--- src/hdl/tlfa_pkg.sv ---
// Shared types, constants and tables for the thresholded line fit block.
// Used by tlfa_acc, tlfa_mdu, tlfa_cordic and the top level.
package tlfa_pkg;

  localparam int IMG_W = 640;
  localparam int IMG_H = 480;

  localparam int CNT_W = 19;
  localparam int SX_W  = 28;
  localparam int SXX_W = 37;
  localparam int COL_W = 10;
  localparam int ROW_W = 9;

  localparam int MUL_W  = 37;
  localparam int PROD_W = 64;
  localparam int DNUM_W = 76;
  localparam int DDEN_W = 58;

  localparam logic [6:0] MUL_STEPS = 7'd37;
  localparam logic [6:0] DIV_STEPS = 7'd76;

  localparam logic [4:0] CORDIC_LAST = 5'd17;

  // slope used when the fit denominator is zero: 2*width in Q16.16
  localparam logic [31:0] VERT_SLOPE = 32'(2 * IMG_W * 65536);

  typedef enum logic {
    MDU_MUL,
    MDU_DIV
  } mdu_op_e;

  typedef struct packed {
    logic    start;
    mdu_op_e op;
  } mdu_req_t;

  typedef struct packed {
    logic done;
    logic ovf;
  } mdu_rsp_t;

  typedef struct packed {
    logic [CNT_W-1:0] n;
    logic [SX_W-1:0]  sx;
    logic [SX_W-1:0]  sy;
    logic [SXX_W-1:0] sxx;
    logic [SXX_W-1:0] sxy;
  } acc_sums_t;

  // arctangent of 2^-i in degrees, Q16
  function automatic logic [24:0] atan_tab(logic [4:0] idx);
    logic [24:0] v;
    case (idx)
      5'd0:  v = 25'd2949120;
      5'd1:  v = 25'd1740967;
      5'd2:  v = 25'd919879;
      5'd3:  v = 25'd466945;
      5'd4:  v = 25'd234379;
      5'd5:  v = 25'd117304;
      5'd6:  v = 25'd58666;
      5'd7:  v = 25'd29335;
      5'd8:  v = 25'd14668;
      5'd9:  v = 25'd7334;
      5'd10: v = 25'd3667;
      5'd11: v = 25'd1833;
      5'd12: v = 25'd917;
      5'd13: v = 25'd458;
      5'd14: v = 25'd229;
      5'd15: v = 25'd115;
      5'd16: v = 25'd57;
      5'd17: v = 25'd29;
      default: v = 25'd0;
    endcase
    return v;
  endfunction

endpackage

--- src/hdl/tlfa_acc.sv ---
// Pixel position counters, dark pixel test and saturating fit sums.
// Depends on tlfa_pkg.
module tlfa_acc (
  input  logic                  clk_i,
  input  logic                  rst_ni,
  input  logic                  pix_valid_i,
  input  logic [7:0]            red_i,
  input  logic [7:0]            green_i,
  input  logic [7:0]            blue_i,
  input  logic [8:0]            thr_i,
  input  logic [7:0]            trim_i,
  input  logic                  clear_i,
  output tlfa_pkg::acc_sums_t   sums_o
);
  import tlfa_pkg::*;

  logic [COL_W-1:0] col_q, col_d;
  logic [ROW_W-1:0] row_q, row_d;
  acc_sums_t        sums_q, sums_d;

  logic [9:0]  chan_sum;
  logic [19:0] avg_prod;
  logic [8:0]  avg;
  logic [10:0] col_end;
  logic [10:0] row_end;
  logic        is_point;
  logic [9:0]  py;
  logic [19:0] px_sq;
  logic [19:0] px_py;
  logic [CNT_W:0] n_add;
  logic [SX_W:0]  sx_add, sy_add;
  logic [SXX_W:0] sxx_add, sxy_add;

  always_comb begin
    chan_sum = 10'(red_i) + 10'(green_i) + 10'(blue_i);
    // divide by 3 through the reciprocal 683/2048, exact for sums up to 765
    avg_prod = 20'(chan_sum) * 20'd683;
    avg      = avg_prod[19:11];
    col_end  = 11'(col_q) + 11'(trim_i);
    row_end  = 11'(row_q) + 11'(trim_i);
    is_point = (10'(row_q) > 10'(trim_i)) && (col_q > 10'(trim_i)) &&
               (row_end < 11'(IMG_H)) && (col_end < 11'(IMG_W)) && (avg < thr_i);
    py       = 10'(IMG_H) - 10'(row_q);
    px_sq    = 20'(col_q) * 20'(col_q);
    px_py    = 20'(col_q) * 20'(py);

    n_add   = {1'b0, sums_q.n} + (CNT_W+1)'(1);
    sx_add  = {1'b0, sums_q.sx} + (SX_W+1)'(col_q);
    sy_add  = {1'b0, sums_q.sy} + (SX_W+1)'(py);
    sxx_add = {1'b0, sums_q.sxx} + (SXX_W+1)'(px_sq);
    sxy_add = {1'b0, sums_q.sxy} + (SXX_W+1)'(px_py);

    sums_d = sums_q;
    col_d  = col_q;
    row_d  = row_q;
    if (clear_i) begin
      sums_d = '0;
      col_d  = '0;
      row_d  = '0;
    end else if (pix_valid_i) begin
      if (is_point) begin
        sums_d.n   = n_add[CNT_W] ? '1 : n_add[CNT_W-1:0];
        sums_d.sx  = sx_add[SX_W] ? '1 : sx_add[SX_W-1:0];
        sums_d.sy  = sy_add[SX_W] ? '1 : sy_add[SX_W-1:0];
        sums_d.sxx = sxx_add[SXX_W] ? '1 : sxx_add[SXX_W-1:0];
        sums_d.sxy = sxy_add[SXX_W] ? '1 : sxy_add[SXX_W-1:0];
      end
      if (col_q == COL_W'(IMG_W - 1)) begin
        col_d = '0;
        row_d = (row_q == ROW_W'(IMG_H - 1)) ? '0 : row_q + ROW_W'(1);
      end else begin
        col_d = col_q + COL_W'(1);
      end
    end
  end

  always_ff @(posedge clk_i or negedge rst_ni) begin
    if (!rst_ni) begin
      col_q  <= '0;
      row_q  <= '0;
      sums_q <= '0;
    end else begin
      col_q  <= col_d;
      row_q  <= row_d;
      sums_q <= sums_d;
    end
  end

  assign sums_o = sums_q;

endmodule

--- src/hdl/tlfa_mdu.sv ---
// Shared iterative unit: shift-add multiply, one bit per cycle, and restoring
// divide with a 32-bit quotient and an overflow flag. Depends on tlfa_pkg.
module tlfa_mdu (
  input  logic                          clk_i,
  input  logic                          rst_ni,
  input  tlfa_pkg::mdu_req_t            req_i,
  input  logic [tlfa_pkg::MUL_W-1:0]    mul_a_i,
  input  logic [tlfa_pkg::MUL_W-1:0]    mul_b_i,
  input  logic [tlfa_pkg::DNUM_W-1:0]   div_num_i,
  input  logic [tlfa_pkg::DDEN_W-1:0]   div_den_i,
  output tlfa_pkg::mdu_rsp_t            rsp_o,
  output logic [tlfa_pkg::PROD_W-1:0]   prod_o,
  output logic [31:0]                   quot_o
);
  import tlfa_pkg::*;

  logic              busy_q, done_q, ovf_q;
  mdu_op_e           op_q;
  logic [6:0]        cnt_q;
  logic [PROD_W-1:0] a_q, p_q;
  logic [MUL_W-1:0]  b_q;
  logic [DNUM_W-1:0] num_q;
  logic [DDEN_W-1:0] den_q, rem_q;
  logic [31:0]       quo_q;

  logic [DDEN_W:0]   r_sh, r_sub;
  logic              ge;

  always_comb begin
    r_sh  = {rem_q, num_q[DNUM_W-1]};
    ge    = r_sh >= {1'b0, den_q};
    r_sub = r_sh - {1'b0, den_q};
  end

  always_ff @(posedge clk_i or negedge rst_ni) begin
    if (!rst_ni) begin
      busy_q <= 1'b0;
      done_q <= 1'b0;
      cnt_q  <= '0;
      op_q   <= MDU_MUL;
      ovf_q  <= 1'b0;
      a_q    <= '0;
      p_q    <= '0;
      b_q    <= '0;
      num_q  <= '0;
      den_q  <= '0;
      rem_q  <= '0;
      quo_q  <= '0;
    end else begin
      done_q <= 1'b0;
      if (req_i.start) begin
        busy_q <= 1'b1;
        op_q   <= req_i.op;
        a_q    <= PROD_W'(mul_a_i);
        b_q    <= mul_b_i;
        p_q    <= '0;
        num_q  <= div_num_i;
        den_q  <= div_den_i;
        rem_q  <= '0;
        quo_q  <= '0;
        ovf_q  <= 1'b0;
        cnt_q  <= (req_i.op == MDU_MUL) ? MUL_STEPS : DIV_STEPS;
      end else if (busy_q) begin
        if (op_q == MDU_MUL) begin
          if (b_q[0]) p_q <= p_q + a_q;
          a_q <= a_q << 1;
          b_q <= b_q >> 1;
        end else begin
          rem_q <= ge ? r_sub[DDEN_W-1:0] : r_sh[DDEN_W-1:0];
          num_q <= num_q << 1;
          quo_q <= {quo_q[30:0], ge};
          ovf_q <= ovf_q | quo_q[31];
        end
        cnt_q <= cnt_q - 7'd1;
        if (cnt_q == 7'd1) begin
          busy_q <= 1'b0;
          done_q <= 1'b1;
        end
      end
    end
  end

  assign rsp_o.done = done_q;
  assign rsp_o.ovf  = ovf_q | quo_q[31];
  assign prod_o     = p_q;
  assign quot_o     = quo_q;

endmodule

--- src/hdl/tlfa_cordic.sv ---
// Iterative CORDIC in vectoring mode, one micro-rotation per cycle, giving the
// negated arctangent of a Q16.16 slope in 1/256 degree. Depends on tlfa_pkg.
module tlfa_cordic (
  input  logic        clk_i,
  input  logic        rst_ni,
  input  logic        start_i,
  input  logic [31:0] slope_i,
  output logic        done_o,
  output logic [15:0] angle_o
);
  import tlfa_pkg::*;

  logic               busy_q, fin_q, done_q;
  logic [4:0]         cnt_q;
  logic signed [35:0] x_q, y_q;
  logic signed [24:0] z_q;
  logic [15:0]        angle_q;

  logic signed [35:0] xs, ys;
  logic               pos;
  logic [24:0]        tab;
  logic [24:0]        zabs;
  logic [16:0]        mag_full;
  logic [15:0]        mag;

  always_comb begin
    xs       = x_q >>> cnt_q;
    ys       = y_q >>> cnt_q;
    pos      = !y_q[35] && (y_q != '0);
    tab      = atan_tab(cnt_q);
    zabs     = z_q[24] ? 25'(-z_q) : 25'(z_q);
    mag_full = 17'((zabs + 25'd128) >> 8);
    mag      = (mag_full > 17'd23040) ? 16'd23040 : mag_full[15:0];
  end

  always_ff @(posedge clk_i or negedge rst_ni) begin
    if (!rst_ni) begin
      busy_q  <= 1'b0;
      fin_q   <= 1'b0;
      done_q  <= 1'b0;
      cnt_q   <= '0;
      x_q     <= '0;
      y_q     <= '0;
      z_q     <= '0;
      angle_q <= '0;
    end else begin
      done_q <= 1'b0;
      if (start_i) begin
        busy_q <= 1'b1;
        cnt_q  <= '0;
        x_q    <= 36'sd65536;
        y_q    <= 36'(signed'(slope_i));
        z_q    <= '0;
      end else if (busy_q) begin
        if (pos) begin
          x_q <= x_q + ys;
          y_q <= y_q - xs;
          z_q <= z_q + signed'(tab);
        end else begin
          x_q <= x_q - ys;
          y_q <= y_q + xs;
          z_q <= z_q - signed'(tab);
        end
        cnt_q <= cnt_q + 5'd1;
        if (cnt_q == CORDIC_LAST) begin
          busy_q <= 1'b0;
          fin_q  <= 1'b1;
        end
      end else if (fin_q) begin
        // round half away from zero, then negate
        angle_q <= z_q[24] ? mag : 16'(-mag);
        fin_q   <= 1'b0;
        done_q  <= 1'b1;
      end
    end
  end

  assign done_o  = done_q;
  assign angle_o = angle_q;

endmodule

--- src/hdl/thresholded_line_fit_angle.sv ---
// Thresholded line fit: pixels are taken one per cycle while idle; the item
// marked frame_end starts the fit, which runs on the shared bit-serial
// multiply/divide unit (five multiplies, up to two divides) and then on the
// CORDIC. The result then waits for the sink.
// Reset: threshold 128, border trim 10, counters and sums cleared.
module thresholded_line_fit_angle (
  input  logic               clk_i,
  input  logic               rst_ni,
  input  logic               in_valid_i,
  output logic               in_stall_o,
  input  logic [7:0]         red_i,
  input  logic [7:0]         green_i,
  input  logic [7:0]         blue_i,
  input  logic               frame_end_i,
  output logic               out_valid_o,
  input  logic               out_stall_i,
  output logic signed [15:0] angle_deg_o,
  output logic signed [31:0] slope_fix_o,
  output logic signed [31:0] intercept_fix_o,
  output logic [18:0]        point_total_o,
  output logic               vertical_flag_o,
  input  logic               cfg_valid_i,
  output logic               cfg_ready_o,
  input  logic [7:0]         cfg_index_i,
  input  logic [8:0]         cfg_data_i
);
  import tlfa_pkg::*;

  localparam logic [7:0] CFG_THRESHOLD = 8'd0;
  localparam logic [7:0] CFG_TRIM      = 8'd1;

  typedef enum logic [2:0] {
    ST_IDLE,
    ST_ISSUE,
    ST_WAIT,
    ST_ANGLE,
    ST_ANGLE_WAIT,
    ST_OUT
  } state_e;

  typedef enum logic [2:0] {
    STP_NSXY,
    STP_SXSY,
    STP_NSXX,
    STP_SXSX,
    STP_SLOPE,
    STP_SXSL,
    STP_ICPT
  } step_e;

  function automatic logic [31:0] sat_q(logic neg, logic ovf, logic [31:0] q);
    if (ovf) return neg ? 32'h8000_0000 : 32'h7FFF_FFFF;
    return neg ? -q : q;
  endfunction

  state_e      state_q;
  step_e       step_q;
  logic [8:0]  thr_q;
  logic [7:0]  trim_q;
  logic [63:0] t1_q, num_q, den_q, icpt_num_q;
  logic [31:0] slope_q, icpt_q;
  logic        neg_q, vert_q;

  logic        in_acc;
  logic        acc_clear;
  acc_sums_t   sums;

  mdu_req_t              mdu_req;
  mdu_rsp_t              mdu_rsp;
  logic [MUL_W-1:0]      mul_a, mul_b;
  logic [DNUM_W-1:0]     div_num;
  logic [DDEN_W-1:0]     div_den;
  logic [PROD_W-1:0]     prod;
  logic [31:0]           quot;

  logic        cor_start, cor_done;
  logic [15:0] cor_angle;

  logic [63:0] num_abs, den_abs, icpt_abs, sy_q16;
  logic [32:0] slope_abs;

  assign in_stall_o  = (state_q != ST_IDLE);
  assign in_acc      = in_valid_i && !in_stall_o;
  assign acc_clear   = (state_q == ST_OUT) && !out_stall_i;
  assign cfg_ready_o = 1'b1;
  assign cor_start   = (state_q == ST_ANGLE);

  always_comb begin
    num_abs   = num_q[63] ? -num_q : num_q;
    den_abs   = den_q[63] ? -den_q : den_q;
    icpt_abs  = icpt_num_q[63] ? -icpt_num_q : icpt_num_q;
    slope_abs = slope_q[31] ? -{1'b1, slope_q} : {1'b0, slope_q};
    sy_q16    = {20'b0, sums.sy, 16'b0};

    mdu_req.start = 1'b0;
    mdu_req.op    = MDU_MUL;
    mul_a         = '0;
    mul_b         = '0;
    div_num       = '0;
    div_den       = '0;
    if (state_q == ST_ISSUE) begin
      case (step_q)
        STP_NSXY: begin
          mdu_req.start = 1'b1;
          mul_a = MUL_W'(sums.n);
          mul_b = sums.sxy;
        end
        STP_SXSY: begin
          mdu_req.start = 1'b1;
          mul_a = MUL_W'(sums.sx);
          mul_b = MUL_W'(sums.sy);
        end
        STP_NSXX: begin
          mdu_req.start = 1'b1;
          mul_a = MUL_W'(sums.n);
          mul_b = sums.sxx;
        end
        STP_SXSX: begin
          mdu_req.start = 1'b1;
          mul_a = MUL_W'(sums.sx);
          mul_b = MUL_W'(sums.sx);
        end
        STP_SLOPE: begin
          mdu_req.start = (den_q != '0);
          mdu_req.op    = MDU_DIV;
          div_num = {num_abs[59:0], 16'b0};
          div_den = den_abs[DDEN_W-1:0];
        end
        STP_SXSL: begin
          mdu_req.start = 1'b1;
          mul_a = MUL_W'(slope_abs);
          mul_b = MUL_W'(sums.sx);
        end
        STP_ICPT: begin
          mdu_req.start = (sums.n != '0);
          mdu_req.op    = MDU_DIV;
          div_num = DNUM_W'(icpt_abs);
          div_den = DDEN_W'(sums.n);
        end
        default: ;
      endcase
    end
  end

  always_ff @(posedge clk_i or negedge rst_ni) begin
    if (!rst_ni) begin
      state_q    <= ST_IDLE;
      step_q     <= STP_NSXY;
      thr_q      <= 9'd128;
      trim_q     <= 8'd10;
      t1_q       <= '0;
      num_q      <= '0;
      den_q      <= '0;
      icpt_num_q <= '0;
      slope_q    <= '0;
      icpt_q     <= '0;
      neg_q      <= 1'b0;
      vert_q     <= 1'b0;
    end else begin
      if (cfg_valid_i && cfg_ready_o) begin
        case (cfg_index_i)
          CFG_THRESHOLD: thr_q  <= cfg_data_i;
          CFG_TRIM:      trim_q <= cfg_data_i[7:0];
          default: ;
        endcase
      end
      case (state_q)
        ST_IDLE: begin
          if (in_acc && frame_end_i) begin
            state_q <= ST_ISSUE;
            step_q  <= STP_NSXY;
            vert_q  <= 1'b0;
          end
        end
        ST_ISSUE: begin
          state_q <= ST_WAIT;
          if (step_q == STP_SLOPE) begin
            if (den_q == '0) begin
              vert_q  <= 1'b1;
              slope_q <= VERT_SLOPE;
              step_q  <= STP_SXSL;
              state_q <= ST_ISSUE;
            end else begin
              neg_q <= num_q[63] ^ den_q[63];
            end
          end else if (step_q == STP_ICPT) begin
            if (sums.n == '0) begin
              icpt_q  <= 32'h0001_0000;
              state_q <= ST_ANGLE;
            end else begin
              neg_q <= icpt_num_q[63];
            end
          end
        end
        ST_WAIT: begin
          if (mdu_rsp.done) begin
            state_q <= ST_ISSUE;
            case (step_q)
              STP_NSXY: begin
                t1_q   <= prod;
                step_q <= STP_SXSY;
              end
              STP_SXSY: begin
                num_q  <= t1_q - prod;
                step_q <= STP_NSXX;
              end
              STP_NSXX: begin
                t1_q   <= prod;
                step_q <= STP_SXSX;
              end
              STP_SXSX: begin
                den_q  <= t1_q - prod;
                step_q <= STP_SLOPE;
              end
              STP_SLOPE: begin
                slope_q <= sat_q(neg_q, mdu_rsp.ovf, quot);
                step_q  <= STP_SXSL;
              end
              STP_SXSL: begin
                icpt_num_q <= slope_q[31] ? sy_q16 + prod : sy_q16 - prod;
                step_q     <= STP_ICPT;
              end
              STP_ICPT: begin
                icpt_q  <= sat_q(neg_q, mdu_rsp.ovf, quot);
                state_q <= ST_ANGLE;
              end
              default: state_q <= ST_IDLE;
            endcase
          end
        end
        ST_ANGLE: state_q <= ST_ANGLE_WAIT;
        ST_ANGLE_WAIT: begin
          if (cor_done) state_q <= ST_OUT;
        end
        ST_OUT: begin
          if (!out_stall_i) state_q <= ST_IDLE;
        end
        default: state_q <= ST_IDLE;
      endcase
    end
  end

  tlfa_acc u_acc (
    .clk_i       (clk_i),
    .rst_ni      (rst_ni),
    .pix_valid_i (in_acc),
    .red_i       (red_i),
    .green_i     (green_i),
    .blue_i      (blue_i),
    .thr_i       (thr_q),
    .trim_i      (trim_q),
    .clear_i     (acc_clear),
    .sums_o      (sums)
  );

  tlfa_mdu u_mdu (
    .clk_i     (clk_i),
    .rst_ni    (rst_ni),
    .req_i     (mdu_req),
    .mul_a_i   (mul_a),
    .mul_b_i   (mul_b),
    .div_num_i (div_num),
    .div_den_i (div_den),
    .rsp_o     (mdu_rsp),
    .prod_o    (prod),
    .quot_o    (quot)
  );

  tlfa_cordic u_cordic (
    .clk_i   (clk_i),
    .rst_ni  (rst_ni),
    .start_i (cor_start),
    .slope_i (slope_q),
    .done_o  (cor_done),
    .angle_o (cor_angle)
  );

  assign out_valid_o     = (state_q == ST_OUT);
  assign angle_deg_o     = signed'(cor_angle);
  assign slope_fix_o     = signed'(slope_q);
  assign intercept_fix_o = signed'(icpt_q);
  assign point_total_o   = sums.n;
  assign vertical_flag_o = vert_q;

endmodule

--- config.mk ---
export PLATFORM = sky130hd
export DESIGN_NAME = thresholded_line_fit_angle
export DESIGN_NICKNAME = d
export VERILOG_FILES = /design/src/hdl/tlfa_pkg.sv /design/src/hdl/tlfa_acc.sv /design/src/hdl/tlfa_mdu.sv /design/src/hdl/tlfa_cordic.sv /design/src/hdl/thresholded_line_fit_angle.sv
export SDC_FILE = /design/constraint.sdc
export NUM_CORES = 2
export LEC_CHECK = 0
export BUFFER_PORTS_ARGS = -buffer_cell sky130_fd_sc_hd__buf_2
export CAP_MARGIN = 20
export CORE_MARGIN = 5
export CORE_UTILIZATION = 41
export DETAILED_ROUTE_END_ITERATION = 16
export PLACE_DENSITY = 0.58
export SLEW_MARGIN = 5
export SYNTH_ARGS = -nofsm -noshare
export SYNTH_HDL_FRONTEND = slang
export SYNTH_HIERARCHICAL = 1
export SYNTH_SLANG_ARGS = --single-unit
--- constraint.sdc ---
create_clock -name clk_i -period 7.5 [get_ports clk_i]
set_input_delay 0.375 -clock clk_i [delete_from_list [all_inputs] [get_ports clk_i]]
set_output_delay 0.375 -clock clk_i [all_outputs]
set_load 0.02 [all_outputs]
---- Yosys cells after proc, flatten, opt, wreduce, memory -nomap -nowiden ----
Memories as Yosys holds them, arrays and structs flattened.
Index checks and enable logic that the tools add are counted.
storage, ports and cells
  bits in registers ....................... 1,034
  ROM bits ................................ 704
  input bits .............................. 47
  word-level logic and storage cells ...... 309
  memories kept ........................... 1
operators by class
  $add $sub $neg .......................... 33
  $mul .................................... 3
  $lt $le $gt $ge ......................... 7
  eq/ne operators ......................... 32
  shifts and indexed selects .............. 2
  mux-type cells .......................... 132
  bitwise gates (word level) .............. 4
  reduce and logical (&&, ||, !) cells .... 56
memories
  memory           words  width  rd ports  clocked after Yosys merged registers in  wr ports  line            RTL
  (no name shown)  32     22     1         0                                        0         tlfa_pkg.sv:53  case (idx)
operators with widths
  operator                          number
  2-to-1 mux 64 bit                 9
  2-to-1 mux 32 bit                 17
  2-to-1 mux 149 bit                3
  2-to-1 mux 58 bit                 6
  2-to-1 mux 76 bit                 4
  2-to-1 mux 37 bit                 7
  2-to-1 mux 36 bit                 6
  case mux 76 bit (2 select lines)  1
  case mux 37 bit (4 select lines)  1
  case mux 32 bit (2 select lines)  2
  case mux 58 bit (2 select lines)  1
  2-to-1 mux 25 bit                 4
  case mux 33 bit (3 select lines)  1
  adder 37 x 20 -> 38 bit           2
  adder 36 bit                      2
  >>> shifter 36 x 5 -> 36 bit      2
  subtractor 36 bit                 2
  adder 44 x 64 -> 64 bit           1
  adder 64 bit                      1
  zero test 64 bit                  1
  negation 64 bit                   1
  nonzero test 64 bit               1
  subtractor 44 x 64 -> 64 bit      1
  subtractor 64 bit                 1
  other kinds (78)                  192

---- Logic depth before layout (Yosys ltp) ----
  depth in word-level cells ............... 9
  depth in mapped cells ................... 44

---- Cells and area by module ----
The synthesis kept the hierarchy.
by module, submodules not included
  module                      instances  cells each  area each (um2)  sequential area each (um2)
  thresholded_line_fit_angle  1          3,882       29,423.2         8,562.0
  tlfa_mdu                    1          2,847       24,198.2         10,009.6
  tlfa_acc                    1          2,181       19,397.4         4,204.0
  tlfa_cordic                 1          2,239       18,242.5         3,027.9

---- Worst setup path before layout ----
OpenSTA, ideal clock, no wires.
  kind .................................... input to register
  from .................................... in red_i[1]
  to ...................................... reg u_acc.sums_q, in the netlist u_acc/sums_o[129]
  setup time .............................. 0.099 ns
  arrival time ............................ 8.742 ns
  required time ........................... 7.401 ns
  slack ................................... -1.341 ns
  stages .................................. 42
  path buffers ............................ 3
  cell sequence ........................... inv_1 fa_1 inv_1 ha_1 inv_1 fa_1 inv_1 a21oi_1 o21bai_1 a21oi_1 o21bai_1 xor2_1 ha_1 ha_1 inv_1 fa_1 inv_1 fa_1 [... 6 more ...] a41oi_2 nand2b_1 a211oi_1 o21a_1 o21a_1 o41ai_1 xnor2_1 ha_1 nor2b_1 nor4b_1 nand3_1 nor3_1 and4_4 buf_6 buf_6 buf_2 a31oi_1 a311oi_1
between the ends
  word-level cells in the longest chain between the ends .. 7
RTL lines
  element                               line                              RTL
  start, declared                       thresholded_line_fit_angle.sv:11  input logic [7:0] red_i,
  adder 8 x 8 -> 9 bit                  tlfa_acc.sv:35                    chan_sum = 10'(red_i) + 10'(green_i) + 10'(blue_i);
  adder 10 x 8 -> 10 bit                tlfa_acc.sv:35
  multiplier 10 x 10 -> 20 bit          tlfa_acc.sv:37                    avg_prod = 20'(chan_sum) * 20'd683;
  < comparator 9 bit                    tlfa_acc.sv:42                    (row_end < 11'(IMG_H)) && (col_end < 11'(IMG_W)) && (avg < thr_i);
  logical AND 1 bit                     tlfa_acc.sv:42
  nonzero test 2 bit (no source line)   n/a
  AND reduction 2 bit (no source line)  n/a
  end signal, assigned                  tlfa_acc.sv:85                    sums_q <= sums_d;
  end, declared                         tlfa_acc.sv:19                    acc_sums_t sums_q, sums_d;
Every way passes these cells.
A chain may end at the register's enable or synchronous reset.

---- Worst setup path after layout ----
  from .................................... in red_i[1]
  to ...................................... reg u_acc.sums_q, in the netlist u_acc/sums_o[132]
The elaborated chain is that of the path after synthesis.

==> metrics.cfg <==
[yosys]
syn_inst=11150
syn_area_um2=91260
ys_types=119
syn_area_per_cell_um2=8.186
synth_flop_cell=dfrtp_1
synth_edf_count=0
ys_ff_latch=1031
ys_seq_area_share_pct=28.27
yosysWarningCount=6
async_flop_share_pct=100.0

[sta]
fin_crit_ns=8.225
tightestPinTransition_ns=1.332
fin_skew_ns=0.02834
setup_slack_ns=-0.7250
worst_slew_margin_rel_pct=11.21
maxSlewViolCount=0
rsz0062_at_grt=true
period_share_pct=109.7
final-setup-viol-count=149
fmax_ghz=0.1216
fin_tns_setup_ns=-88.20
finalHoldViolCount=0

[final_layout]
area_delta_synth_final_pct=12.09
fin_util_pct=46.11
drive_gt1_share_pct=10.91
final_nets=11980
mostFrequentLayoutCell=nand2_1
final_cell_mix=1590 x nand2_1, 1019 x dfrtp_1, 948 x o21ai_0

[setup_path]
cp_slowest_cell=fa_1
crit_fanout=7
startpoint_type=primary input
crit_family=adder cells
worstSetupPathType=primary input to flop
path_buf_inv=13
crit_path_end_kind=flop
cp.arrival_ns=8.86
crit_required_ns=8.13
cpPeakStageDelay_ns=0.50

[clock_tree]
cts_sinks=1031
cts_buffer_depth=3
cts.clk_slew.worst_paths_ns=0.06
cts_root_buffer=clkbuf_16
htreeDepth=4
clk_latency_ns=0.81
numCtsBuffers=133
cts_tree=done

[global_route]
grt_max_degree=200
grt_overflow_total=0
grt_pass1_vias=79680
grt_pass1_wl_um=481500
antenna_found_initial=7
grt_usage_pct=26.09

[worst_hold_path]
hold_path_class=primary input to flop

[placed_design]
hpwlAfterDp_um=236900
port_buffers=148
place.gp.congestion=0.9587

[route]
dr.pass1.iters=6
ant_nets=0
wl_per_cell_um=22.08
viasPerCell=5.926
drt_iter0_drc=7811
drc=0
vias=84310
postRouteWirelength_um=314200

[run_status]
status=finished with violations
violations=negative setup slack

[pwr]
total_power_uw=57590
leakage_uw=0.04714
cellPowerDensity_nw_per_um2=563.0
ir_drop_mv=0.8336

[die]
start_util_pct=41.13
core_region_area_um2=221900
fp-row-count=173
io_pins=150
die_h_um=481.8
die_w_um=481.8
dieArea_um2=232100

[run]
cap_violations=0

==> tightest hold or removal path, cell delays in order <==
cell and delay [ns]:
buf_2 0.18, nand2_1 0.11, o22a_1 0.15
==> what timing repair did <==
action / CTS / global route
resized for setup: 78 / 179
cloned: 7 / 8
endpoints found under the setup margin: 149 / 152
pin swaps: 22 / 71
hold buffers: 11 / 0
setup buffers: 19 / 39
hold endpoints to repair: 99 / 0
==> cell type report <==
type                    count  area [um^2]
clock inverters            50        693.2
flip-flops and latches   1031        25820
inverters                 592         2230
well taps                2975         3722
diodes                     11        27.53
clock buffers             185         3807
multi-input cells        8875        61720
fillers                 21650       119600
repair buffers            508         4275
==> registers in the layout, indices dropped and copies added (netlist names), 37 cells and up <==
register	cells
u_acc/sums_o	149
u_mdu/num_q	76
den_q	64
icpt_num_q	64
t1_q	64
u_mdu/a_q	64
u_mdu/prod_o	64
num_q	61
u_mdu/den_q	58
u_mdu/rem_q	58
u_mdu/b_q	37
==> Yosys cell counts, types with 213 or more instances <==
cell	n	share of area (%)
a21oi_1	774	4.2
clkbuf_1	521	2.1
dfrtp_1	1028	28
ha_1	603	8.3
inv_1	585	2.4
mux2i_1	318	3.5
nand2_1	1598	6.6
nor2_1	853	3.5
nor3_1	213	1.2
o21ai_0	958	5.3
xnor2_1	379	3.6
xor2_1	312	3.0
==> metal layers <==
metal | track usage [%] | vias up | routed length (um)
met2 | 39.90 | 2955 | 138000
met1 | 37.39 | 41200 | 142400
met4 | 9.853 | 0 | 12730
met5 | 0 | - | 0
li1 | - | 39650 | -
met3 | 3.738 | 506 | 20990
==> cell families (layout without fill, tap and decap cells) <==
kind of cell | Yosys count | after routing | share of synthesized area [%]
buffers and inverters | 1248 | 1335 | 5.374
muxes | 523 | 523 | 7.210
adders and majority gates | 789 | 789 | 12.35
AOI/OAI and AO/OA | 3107 | 3107 | 21.18
and+or+nand+nor | 3758 | 3759 | 18.97
other | 2 | 17 | 0.008229
DFF | 1031 | 1031 | 28.27
xor gates and xnor gates | 691 | 691 | 6.632
==> where the power goes <==
| group | switching, uW | total (uW) | internal (uW) |
|---|---|---|---|
| Clock | 2740 | 6700 | 3960 |
| Sequential | 1620 | 8110 | 6500 |
| Combinational | 24600 | 42800 | 18200 |
| Total | 29000 | 57600 | 28600 |
==> through the flow <==
stage / hold WS [ns] / worst slack (ns) / instance area (um^2) / instances
after global routing: 0.04299 / -1.136 / 102300 / 14220
after global placement: 0.4574 / -1.711 / 95800 / 13900
after floorplan: 0.07941 / -1.095 / 91610 / 11150
after detailed placement: 0.4650 / -1.721 / 95800 / 13900
final: 0.06937 / -0.7250 / 102300 / 14230
after CTS: 0.01577 / -0.6400 / 101000 / 14170
==> worst paths after layout <==
check                           slack, ns                              to  depth (start not counted)                            from
worst max-delay path                -0.72   u_acc/sums_o[132]$_DFFE_PN0P_                         45                        red_i[1]
worst min-delay path                 0.07     vertical_flag_o$_DFFE_PN0P_                          3                      in_valid_i
worst max register to register       0.05    u_acc/sums_o[32]$_DFFE_PN0P_                         24      u_acc/row_q[1]$_DFFE_PN0P_
worst min register to register       0.47  intercept_fix_o[4]$_DFFE_PN0P_                          2  intercept_fix_o[4]$_DFFE_PN0P_
max in group asynchronous            5.33           trim_q[1]$_DFFE_PN1P_                          4                          rst_ni
min in group asynchronous            0.23     u_mdu/rem_q[52]$_DFFE_PN0P_                          2                          rst_ni
Power figures use the tool's default switching activity.
